`config.mk`:
```
export PLATFORM = sky130hd
export DESIGN_NAME = frame_brightness_classifier
export DESIGN_NICKNAME = d
export VERILOG_FILES = /design/src/rtl/core/fbc_pkg.sv /design/src/rtl/core/frame_brightness_classifier.sv /design/src/rtl/core/fbc_front.sv /design/src/rtl/core/fbc_queue.sv /design/src/rtl/core/fbc_back.sv
export SDC_FILE = /design/constraint.sdc
export NUM_CORES = 2
export LEC_CHECK = 0
export BUFFER_PORTS_ARGS = -buffer_cell sky130_fd_sc_hd__clkbuf_2
export CORE_UTILIZATION = 60
export CTS_CLUSTER_SIZE = 10
export DETAILED_ROUTE_END_ITERATION = 12
export PLACE_DENSITY = 0.79
export SLEW_MARGIN = 10
export SYNTH_ARGS = -nofsm -noshare
export SYNTH_HDL_FRONTEND = slang
export SYNTH_SLANG_ARGS = --single-unit
export TNS_END_PERCENT = 5
```
`constraint.sdc`:
```
create_clock -name clk -period 9.5 [get_ports clk]
set_input_delay 1.9 -clock clk [delete_from_list [all_inputs] [get_ports clk]]
set_output_delay 1.9 -clock clk [all_outputs]
set_load 0.1 [all_outputs]
```
`src/rtl/core/fbc_pkg.sv`:
```
// ----------------------------------------------------------------------------
// fbc_pkg
// Shared types, constants and helpers for the frame brightness classifier.
// ----------------------------------------------------------------------------
package fbc_pkg;

  localparam int MAX_FRAME_SIDE = 4096;

  localparam int REG_W  = 13;
  localparam int CNT_W  = $clog2(MAX_FRAME_SIDE);
  localparam int SIDE_W = CNT_W + 1;
  localparam int AREA_W = 2 * CNT_W + 1;
  localparam int SUM_W  = 32;
  localparam int PROD_W = SUM_W + 8;

  localparam int RESET_WIDTH  = 640;
  localparam int RESET_HEIGHT = 480;

  typedef enum logic [0:0] {
    REG_FRAME_WIDTH  = 1'b0,
    REG_FRAME_HEIGHT = 1'b1
  } reg_index_t;

  // x / 10 == (x * 3277) >> 15 for all x below 16384
  localparam int DIV10_MUL   = 3277;
  localparam int DIV10_SHIFT = 15;
  localparam int DIV10_W     = SIDE_W + 12;

  localparam int GRAY_W     = 22;
  localparam int GRAY_B     = 1868;
  localparam int GRAY_G     = 9617;
  localparam int GRAY_R     = 4899;
  localparam int GRAY_ROUND = 8192;
  localparam int GRAY_SHIFT = 14;

  localparam int DARK_BLUE      = 50;
  localparam int BRIGHT_BLUE_LO = 200;
  localparam int BRIGHT_BLUE_HI = 254;

  localparam int DARK_MEAN   = 50;
  localparam int BRIGHT_MEAN = 205;
  localparam int SHARE_NUM   = 3;
  localparam int SHARE_DEN   = 5;
  localparam int GRAY_LOW    = 43;
  localparam int GRAY_MID    = 65;
  localparam int GRAY_HIGH   = 195;

  localparam int QUEUE_DEPTH = 2;
  localparam int QPTR_W      = (QUEUE_DEPTH > 1) ? $clog2(QUEUE_DEPTH) : 1;
  localparam int QCNT_W      = $clog2(QUEUE_DEPTH + 1);

  typedef struct packed {
    logic [7:0] blue;
    logic [7:0] green;
    logic [7:0] red;
  } pixel_t;

  typedef struct packed {
    logic [2:0] light_level;
    logic       light_enough;
    logic       too_bright;
    logic [7:0] average_gray;
  } result_t;

  // Frame totals handed from the front end to the back end
  typedef struct packed {
    logic [SUM_W-1:0]  blue_sum;
    logic [AREA_W-1:0] dark_count;
    logic [AREA_W-1:0] bright_count;
    logic [SUM_W-1:0]  gray_sum;
    logic [SIDE_W-1:0] crop_w;
    logic [SIDE_W-1:0] crop_h;
    logic [SIDE_W-1:0] frame_w;
    logic [SIDE_W-1:0] frame_h;
  } frame_stats_t;

  typedef struct packed {
    logic full;
    logic empty;
  } q_status_t;

  function automatic logic [SIDE_W-1:0] clamp_side(input logic [REG_W-1:0] raw);
    logic [SIDE_W-1:0] side;
    if (raw == '0) begin
      side = SIDE_W'(1);
    end else if (int'(raw) > MAX_FRAME_SIDE) begin
      side = SIDE_W'(MAX_FRAME_SIDE);
    end else begin
      side = SIDE_W'(raw);
    end
    return side;
  endfunction

  function automatic logic [SIDE_W-1:0] margin_of(input logic [SIDE_W-1:0] side);
    logic [DIV10_W-1:0] prod;
    prod = DIV10_W'(side) * DIV10_W'(DIV10_MUL);
    return SIDE_W'(prod >> DIV10_SHIFT);
  endfunction

endpackage

```
`src/rtl/core/frame_brightness_classifier.sv`:
```
// ----------------------------------------------------------------------------
// frame_brightness_classifier
// Classifies the brightness of a BGR frame streamed in raster order.
// ----------------------------------------------------------------------------
// Pixels are taken at one per clock. Each frame's totals are handed to a
// two-entry queue on the last pixel; the back end then takes the queue entry,
// forms the area products, makes the threshold compare, runs eight divider
// steps for the mean gray and loads the result before the result can be
// taken. Sustained rate is one pixel per cycle while the queue has room;
// when it is full the last pixel of a frame is stalled until a queue entry
// frees. Writing a size register restarts the frame and takes effect on the
// next pixel.
// ----------------------------------------------------------------------------
module frame_brightness_classifier (
  input  logic                      clk,
  input  logic                      rst,
  input  logic                      cfg_write,
  input  logic                      cfg_index,
  input  logic [fbc_pkg::REG_W-1:0] cfg_data,
  input  logic                      pixel_valid,
  output logic                      pixel_stall,
  input  fbc_pkg::pixel_t           pixel,
  output logic                      result_valid,
  input  logic                      result_stall,
  output fbc_pkg::result_t          result
);
  import fbc_pkg::*;

  q_status_t    q_stat;
  frame_stats_t wr_stats, rd_stats;
  logic         push, pop;

  fbc_front u_front (
    .clk         (clk),
    .rst         (rst),
    .cfg_write   (cfg_write),
    .cfg_index   (cfg_index),
    .cfg_data    (cfg_data),
    .pixel_valid (pixel_valid),
    .pixel_stall (pixel_stall),
    .pixel       (pixel),
    .q_stat      (q_stat),
    .push        (push),
    .stats       (wr_stats)
  );

  fbc_queue u_queue (
    .clk     (clk),
    .rst     (rst),
    .push    (push),
    .wr_data (wr_stats),
    .pop     (pop),
    .rd_data (rd_stats),
    .q_stat  (q_stat)
  );

  fbc_back u_back (
    .clk          (clk),
    .rst          (rst),
    .q_stat       (q_stat),
    .pop          (pop),
    .stats        (rd_stats),
    .result_valid (result_valid),
    .result_stall (result_stall),
    .result       (result)
  );

  a_stall_only_when_full: assert property (@(posedge clk) disable iff (rst)
    pixel_stall |-> q_stat.full)
    else $error("pixel stall without a full queue");

  a_cfg_clears_stall: assert property (@(posedge clk) disable iff (rst)
    cfg_write |=> !pixel_stall)
    else $error("pixel stall right after a size write");

  a_result_consistent: assert property (@(posedge clk) disable iff (rst)
    result_valid |-> (result.light_level <= 3'd4) &&
                     (result.light_enough == (result.light_level > 3'd1)))
    else $error("inconsistent light level fields");

endmodule

```
`src/rtl/core/fbc_front.sv`:
```
// ----------------------------------------------------------------------------
// fbc_front
// Size registers, raster position, crop test and per-frame accumulation.
// Pushes the frame totals into the queue on the last pixel.
// ----------------------------------------------------------------------------
module fbc_front (
  input  logic                        clk,
  input  logic                        rst,
  input  logic                        cfg_write,
  input  logic                        cfg_index,
  input  logic [fbc_pkg::REG_W-1:0]   cfg_data,
  input  logic                        pixel_valid,
  output logic                        pixel_stall,
  input  fbc_pkg::pixel_t             pixel,
  input  fbc_pkg::q_status_t          q_stat,
  output logic                        push,
  output fbc_pkg::frame_stats_t       stats
);
  import fbc_pkg::*;

  logic [SIDE_W-1:0] width, height, margin_w, margin_h;
  logic [SIDE_W-1:0] w_lim, h_lim, col_ext, row_ext;
  logic [SIDE_W-1:0] cfg_side;
  logic [CNT_W-1:0]  col, row;
  logic              in_crop, is_last, row_end, take;
  logic [GRAY_W-1:0] gray_full;

  logic              p_valid, p_crop, p_last;
  logic [7:0]        p_blue, p_gray;
  logic              p_fire;

  logic [SUM_W-1:0]  blue_sum, blue_sum_next, gray_sum, gray_sum_next;
  logic [AREA_W-1:0] dark_count, dark_count_next, bright_count, bright_count_next;

  assign cfg_side = clamp_side(cfg_data);
  assign w_lim    = width - margin_w;
  assign h_lim    = height - margin_h;
  assign col_ext  = {1'b0, col};
  assign row_ext  = {1'b0, row};

  assign in_crop = (col_ext >= margin_w) && (col_ext < w_lim) &&
                   (row_ext >= margin_h) && (row_ext < h_lim);
  assign row_end = (col_ext >= width - SIDE_W'(1));
  assign is_last = row_end && (row_ext >= height - SIDE_W'(1));

  assign gray_full = GRAY_W'(GRAY_B) * GRAY_W'(pixel.blue)
                   + GRAY_W'(GRAY_G) * GRAY_W'(pixel.green)
                   + GRAY_W'(GRAY_R) * GRAY_W'(pixel.red)
                   + GRAY_W'(GRAY_ROUND);

  // Hold the last pixel of a frame while the queue has no room
  assign pixel_stall = p_valid && p_last && q_stat.full;
  assign take        = pixel_valid && !pixel_stall;
  assign p_fire      = p_valid && !pixel_stall;
  assign push        = p_fire && p_last;

  always_comb begin
    blue_sum_next     = blue_sum;
    dark_count_next   = dark_count;
    bright_count_next = bright_count;
    gray_sum_next     = gray_sum + SUM_W'(p_gray);
    if (p_crop) begin
      blue_sum_next = blue_sum + SUM_W'(p_blue);
      if (p_blue < 8'(DARK_BLUE)) begin
        dark_count_next = dark_count + AREA_W'(1);
      end
      if (p_blue >= 8'(BRIGHT_BLUE_LO) && p_blue <= 8'(BRIGHT_BLUE_HI)) begin
        bright_count_next = bright_count + AREA_W'(1);
      end
    end
  end

  always_comb begin
    stats.blue_sum     = blue_sum_next;
    stats.dark_count   = dark_count_next;
    stats.bright_count = bright_count_next;
    stats.gray_sum     = gray_sum_next;
    stats.crop_w       = width - (margin_w << 1);
    stats.crop_h       = height - (margin_h << 1);
    stats.frame_w      = width;
    stats.frame_h      = height;
  end

  always_ff @(posedge clk) begin
    if (rst) begin
      width        <= SIDE_W'(RESET_WIDTH);
      height       <= SIDE_W'(RESET_HEIGHT);
      margin_w     <= margin_of(SIDE_W'(RESET_WIDTH));
      margin_h     <= margin_of(SIDE_W'(RESET_HEIGHT));
      col          <= '0;
      row          <= '0;
      p_valid      <= 1'b0;
      blue_sum     <= '0;
      dark_count   <= '0;
      bright_count <= '0;
      gray_sum     <= '0;
    end else if (cfg_write) begin
      if (cfg_index == REG_FRAME_WIDTH) begin
        width    <= cfg_side;
        margin_w <= margin_of(cfg_side);
      end else begin
        height   <= cfg_side;
        margin_h <= margin_of(cfg_side);
      end
      col          <= '0;
      row          <= '0;
      p_valid      <= 1'b0;
      blue_sum     <= '0;
      dark_count   <= '0;
      bright_count <= '0;
      gray_sum     <= '0;
    end else begin
      if (take) begin
        if (is_last) begin
          col <= '0;
          row <= '0;
        end else if (row_end) begin
          col <= '0;
          row <= row + CNT_W'(1);
        end else begin
          col <= col + CNT_W'(1);
        end
      end
      p_valid <= take || pixel_stall;
      if (p_fire) begin
        if (p_last) begin
          blue_sum     <= '0;
          dark_count   <= '0;
          bright_count <= '0;
          gray_sum     <= '0;
        end else begin
          blue_sum     <= blue_sum_next;
          dark_count   <= dark_count_next;
          bright_count <= bright_count_next;
          gray_sum     <= gray_sum_next;
        end
      end
    end
  end

  always_ff @(posedge clk) begin
    if (take) begin
      p_crop <= in_crop;
      p_last <= is_last;
      p_blue <= pixel.blue;
      p_gray <= gray_full[GRAY_SHIFT +: 8];
    end
  end

endmodule

```
`src/rtl/core/fbc_queue.sv`:
```
// ----------------------------------------------------------------------------
// fbc_queue
// Short FIFO of frame totals between the front end and the back end.
// ----------------------------------------------------------------------------
module fbc_queue (
  input  logic                  clk,
  input  logic                  rst,
  input  logic                  push,
  input  fbc_pkg::frame_stats_t wr_data,
  input  logic                  pop,
  output fbc_pkg::frame_stats_t rd_data,
  output fbc_pkg::q_status_t    q_stat
);
  import fbc_pkg::*;

  frame_stats_t      slots [QUEUE_DEPTH];
  logic [QPTR_W-1:0] wr_ptr, rd_ptr;
  logic [QCNT_W-1:0] count;
  logic              do_push, do_pop;

  assign q_stat.full  = (count == QCNT_W'(QUEUE_DEPTH));
  assign q_stat.empty = (count == '0);
  assign do_push      = push && !q_stat.full;
  assign do_pop       = pop && !q_stat.empty;
  assign rd_data      = slots[rd_ptr];

  function automatic logic [QPTR_W-1:0] bump(input logic [QPTR_W-1:0] ptr);
    return (int'(ptr) == QUEUE_DEPTH - 1) ? '0 : ptr + QPTR_W'(1);
  endfunction

  always_ff @(posedge clk) begin
    if (rst) begin
      wr_ptr <= '0;
      rd_ptr <= '0;
      count  <= '0;
    end else begin
      if (do_push) begin
        wr_ptr <= bump(wr_ptr);
      end
      if (do_pop) begin
        rd_ptr <= bump(rd_ptr);
      end
      if (do_push && !do_pop) begin
        count <= count + QCNT_W'(1);
      end else if (do_pop && !do_push) begin
        count <= count - QCNT_W'(1);
      end
    end
  end

  always_ff @(posedge clk) begin
    if (do_push) begin
      slots[wr_ptr] <= wr_data;
    end
  end

endmodule

```
`src/rtl/core/fbc_back.sv`:
```
// ----------------------------------------------------------------------------
// fbc_back
// Per-frame evaluation: area products, threshold tests, mean-gray divider
// (one quotient bit per cycle) and the result register.
// ----------------------------------------------------------------------------
module fbc_back (
  input  logic                  clk,
  input  logic                  rst,
  input  fbc_pkg::q_status_t    q_stat,
  output logic                  pop,
  input  fbc_pkg::frame_stats_t stats,
  output logic                  result_valid,
  input  logic                  result_stall,
  output fbc_pkg::result_t      result
);
  import fbc_pkg::*;

  typedef enum logic [4:0] {
    ST_IDLE = 5'b00001,
    ST_MUL  = 5'b00010,
    ST_CMP  = 5'b00100,
    ST_DIV  = 5'b01000,
    ST_DONE = 5'b10000
  } state_t;

  state_t            state, state_next;
  frame_stats_t      cur;
  logic [AREA_W-1:0] crop_area, all_area;
  logic [SUM_W-1:0]  rem;
  logic [7:0]        quot;
  logic [2:0]        bit_idx;
  logic [2:0]        level;
  logic              enough, bright;
  logic [PROD_W-1:0] bs_ext, gs_ext, crop_ext, all_ext, div_step, rem_ext;
  logic [2:0]        level_calc;
  logic [1:0]        bad_calc;
  logic              out_free, div_hit;

  assign pop      = (state == ST_IDLE) && !q_stat.empty;
  assign out_free = !result_valid || !result_stall;

  assign bs_ext   = PROD_W'(cur.blue_sum);
  assign gs_ext   = PROD_W'(cur.gray_sum);
  assign crop_ext = PROD_W'(crop_area);
  assign all_ext  = PROD_W'(all_area);
  assign rem_ext  = PROD_W'(rem);
  assign div_step = all_ext << bit_idx;
  assign div_hit  = (rem_ext >= div_step);

  always_comb begin
    level_calc = '0;
    bad_calc   = '0;
    if (bs_ext > PROD_W'(DARK_MEAN) * crop_ext) level_calc = level_calc + 3'd1;
    if (PROD_W'(SHARE_DEN) * PROD_W'(cur.dark_count) < PROD_W'(SHARE_NUM) * crop_ext) begin
      level_calc = level_calc + 3'd1;
    end
    if (gs_ext > PROD_W'(GRAY_LOW) * all_ext) level_calc = level_calc + 3'd1;
    if (gs_ext > PROD_W'(GRAY_MID) * all_ext) level_calc = level_calc + 3'd1;
    if (bs_ext > PROD_W'(BRIGHT_MEAN) * crop_ext) bad_calc = bad_calc + 2'd1;
    if (PROD_W'(SHARE_DEN) * PROD_W'(cur.bright_count) > PROD_W'(SHARE_NUM) * crop_ext) begin
      bad_calc = bad_calc + 2'd1;
    end
    if (gs_ext > PROD_W'(GRAY_HIGH) * all_ext) bad_calc = bad_calc + 2'd1;
  end

  always_comb begin
    state_next = state;
    unique case (state)
      ST_IDLE: if (!q_stat.empty) state_next = ST_MUL;
      ST_MUL:  state_next = ST_CMP;
      ST_CMP:  state_next = ST_DIV;
      ST_DIV:  if (bit_idx == '0) state_next = ST_DONE;
      ST_DONE: if (out_free) state_next = ST_IDLE;
      default: state_next = ST_IDLE;
    endcase
  end

  always_ff @(posedge clk) begin
    if (rst) begin
      state        <= ST_IDLE;
      result_valid <= 1'b0;
    end else begin
      state <= state_next;
      if ((state == ST_DONE) && out_free) begin
        result_valid <= 1'b1;
      end else if (!result_stall) begin
        result_valid <= 1'b0;
      end
    end
  end

  always_ff @(posedge clk) begin
    if (pop) begin
      cur <= stats;
    end
    if (state == ST_MUL) begin
      crop_area <= AREA_W'(cur.crop_w) * AREA_W'(cur.crop_h);
      all_area  <= AREA_W'(cur.frame_w) * AREA_W'(cur.frame_h);
    end
    if (state == ST_CMP) begin
      level   <= level_calc;
      enough  <= (level_calc > 3'd1);
      bright  <= (bad_calc > 2'd1);
      rem     <= cur.gray_sum;
      quot    <= '0;
      bit_idx <= 3'd7;
    end
    if (state == ST_DIV) begin
      if (div_hit) begin
        rem           <= SUM_W'(rem_ext - div_step);
        quot[bit_idx] <= 1'b1;
      end
      bit_idx <= bit_idx - 3'd1;
    end
    if ((state == ST_DONE) && out_free) begin
      result.light_level  <= level;
      result.light_enough <= enough;
      result.too_bright   <= bright;
      result.average_gray <= quot;
    end
  end

endmodule
```
==> summary.md <==
| Metric | Value |
|---|---|
| GPL Wtd Cong | 0.959 |
| Seq/Total Area, Yosys | 28.4% |
| Largest cells by area after synthesis | sky130_fd_sc_hd__edfxtp_1, sky130_fd_sc_hd__ha_1, sky130_fd_sc_hd__fa_1 |
| Crit path kind | input port to flip-flop |
| Final period utilization | 93.1% |
| Total count of hold-check failures in the final report | 0 |
| Sinks on Clock Net | 815 |
| Count leader, synth | sky130_fd_sc_hd__inv_1 |
| Largest stage delay on the critical path | 0.55 ns |
| Count of routing violations after the opening detailed-route iteration | 4592 |
| Routed Wire Length | 193 mm |
| Vertical die dimension | 363 um |
| # fillers | 9889 |
| Layout Skew | 0.0868 ns |
| Type of the most critical hold path | flip-flop to flip-flop |
| Synthesized area | 78000 um^2 |
| TritonCTS Buffers | 97 |
| Footprint of the multi-input gates | 50700 um^2 |
| Slowest stage cell on the critical path | sky130_fd_sc_hd__fa_1 |
| Synth cell types | 96 |
| P&R area growth vs syn | 6.46% |
| Data arrival at the endpoint of the critical path | 9.30 ns |
| Number of nets in the synthesized netlist | 9637 |
| Clock tree from TritonCTS | built |
| Antenna violations before repair | 7 |
| Primary FF master, synth | sky130_fd_sc_hd__edfxtp_1 |
| Avg Synthesized Cell Area | 9.93 um^2 |
| Setup bufs post-CTS | 0 |
| Core area | 128000 um^2 |
| Floorplan row count | 131 |
| Register bit total from synthesis | 815 |
| FMAX | 113 MHz |
| Post-Syn Instances | 7860 |
| Via count | 57729 |
| Clock slew seen by the registers of the worst setup and hold paths | 0.06 ns |
| Proportion of netlist area held by the largest area contributor | 22.3% |
| Root buf cell | sky130_fd_sc_hd__clkbuf_16 |
| Required time at the worst-slack endpoint | 9.96 ns |
| Most frequent cell on the critical path | sky130_fd_sc_hd__ha_1 |
| Total overflow reported by the global router | 0 |
| H-Tree Level Count | 3 |
| Ports | 58 |
| Yosys top cell by area | sky130_fd_sc_hd__edfxtp_1 |
| Setup repair after global routing missed its margin | false |
| Maximum buffer depth of the clock tree | 3 |
| Wire length of the first global-routing pass | 308 mm |
| Maximum number of pins on one net before global-route repair | 78 |
| Detailed-route vias per instance | 5.97 |
| Max capacitance violation total | 0 |
| Share of flip-flops with an asynchronous set or reset | 0% |
| Crit end category | flip-flop |
| Top delay family on crit path | adder cells |
| Final instance area | 83100 um^2 |
| Summed negative setup slack over all endpoints | 0 ns |
| Worst rel slew slack | 17.5% |
| Half-perimeter wire length after detailed placement | 150 mm |
| Clock network latency to the later pin of the worst-skew pair | 0.73 ns |
| Share of cells above drive strength 1 | 6.16% |
| # hold bufs at CTS | 0 |
| Overall routing resource usage | 29.5% |
| Pin slew with the least headroom to its limit | 1.23 ns |
| Sequential Area | 22100 um^2 |
| Count of flip-flops with a built-in enable after synthesis | 580 |
| CP Launch Type | input port |
| Count of antenna-violating nets left after detailed routing | 0 |
| Final routed DRC violation total | 0 |
| Post-detailed-placement cell area | 80000 um^2 |
| Number of global-route vias before repair | 58495 |
| Max FO, Critical Path | 3 |
| Final critical delay including setup and external delays | 8.84 ns |
| Post-CTS Resized | 0 |
| Yosys warning total | 0 |
| Die area | 131000 um^2 |
| Average wire length per cell after detail routing | 19.9 um |
| Leading post-synthesis cells by instance count | sky130_fd_sc_hd__inv_1, sky130_fd_sc_hd__ha_1, sky130_fd_sc_hd__edfxtp_1 |
| Initial cell density of the core | 60.8% |
| Net count, final | 9632 |
| Port buffer count | 57 |
| First-pass iteration count of the detailed router | 8 |
| Run status | finished, final reports clean |
| Horiz. Die Dim | 363 um |
| Final number of max-transition violations | 0 |
| Buffers and inverters on the worst path | 8 |
| Setup-failing EPs final | 0 |
through the flow:
step | worst slack, ns | hold WS [ns] | util [%] | cells
detailed placement | -0.107 | 0.407 | 62.4 | 9485
floorplan | 0.496 | 0.400 | - | 7860
finish | 0.659 | 0.421 | 64.7 | 9668
global route | 0.341 | 0.435 | 64.7 | 9666
CTS | 0.641 | 0.421 | 64.7 | 9664
global placement | -0.0188 | 0.410 | 62.4 | 9485
final timing paths:
path                            cells past startpoint                          end  slack [ns]                         start
worst max register to register                     27      u_back.enough$_DFFE_PP_        1.46  u_back.all_area[9]$_DFFE_PP_
worst min register to register                      0   u_back.result[8]$_DFFE_PP_        0.42       u_back.bright$_DFFE_PP_
worst max-delay path                               30  u_front.p_gray[7]$_DFFE_PP_        0.66                     pixel[21]
worst min-delay path                                0   u_back.result[8]$_DFFE_PP_        0.42       u_back.bright$_DFFE_PP_
kinds of logic (layout without fill, tap and decap cells):
| kind of cell | after synthesis | in the layout | synth area share, % |
|---|---|---|---|
| muxes | 237 | 237 | 3.56 |
| buffers and inverters | 1400 | 1475 | 6.77 |
| xor gates and xnor gates | 456 | 456 | 5.12 |
| and+or+nand+nor | 1830 | 1830 | 11.6 |
| DFF | 815 | 815 | 28.4 |
| other | 1 | 5 | 0.00481 |
| AOI/OAI and AO/OA | 1386 | 1386 | 11.3 |
| adders and majority gates | 1735 | 1735 | 33.3 |
state kept, by name, summed over array words and instances, names as in the netlist, 3 cells and up:
signal,flops
u_back.all_area,25
u_back.bit_idx,3
u_back.bs_ext,32
u_back.crop_area,24
u_back.cur,132
u_back.level,3
u_back.quot,8
u_back.rem,32
u_back.result,13
u_back.state,5
u_front.blue_sum,32
u_front.bright_count,25
u_front.col,12
u_front.dark_count,25
u_front.gray_sum,32
u_front.height,13
u_front.margin_h,10
u_front.margin_w,10
u_front.p_blue,8
u_front.p_gray,8
u_front.row,12
u_front.width,13
u_queue.slots,328
layout make-up:
cell class	count	share of cell area, %
diodes	4	0.0120
repair buffers	98	0.714
clock buffers	159	3.29
clock inverters	20	0.342
flip-flops and latches	815	26.6
multi-input cells	5645	61.0
inverters	1198	5.41
well taps	1729	2.60
cells in the final DEF, fill, tap and decap left out, types with 187 or more instances in the layout:
cell                       count
sky130_fd_sc_hd__inv_1      1195
sky130_fd_sc_hd__a21oi_1     420
sky130_fd_sc_hd__nor2_1      359
sky130_fd_sc_hd__dfxtp_1     234
sky130_fd_sc_hd__edfxtp_1    580
sky130_fd_sc_hd__o21ai_0     292
sky130_fd_sc_hd__xnor2_1     292
sky130_fd_sc_hd__and2_1      187
sky130_fd_sc_hd__fa_1        567
sky130_fd_sc_hd__nand2_1     552
sky130_fd_sc_hd__ha_1       1167
layer usage:
layer  GRT usage (%)  vias to the layer above  wire length (um)
met5               0                        -                46
met4            11.7                        6              7630
met3            3.85                      422             13700
met2            49.0                     2098             89800
met1            39.1                    28104             81500
li1                -                    27099                 -
Power is not shown: default switching activity piles up to over one toggle a cycle in this logic, so the estimate is an artifact.
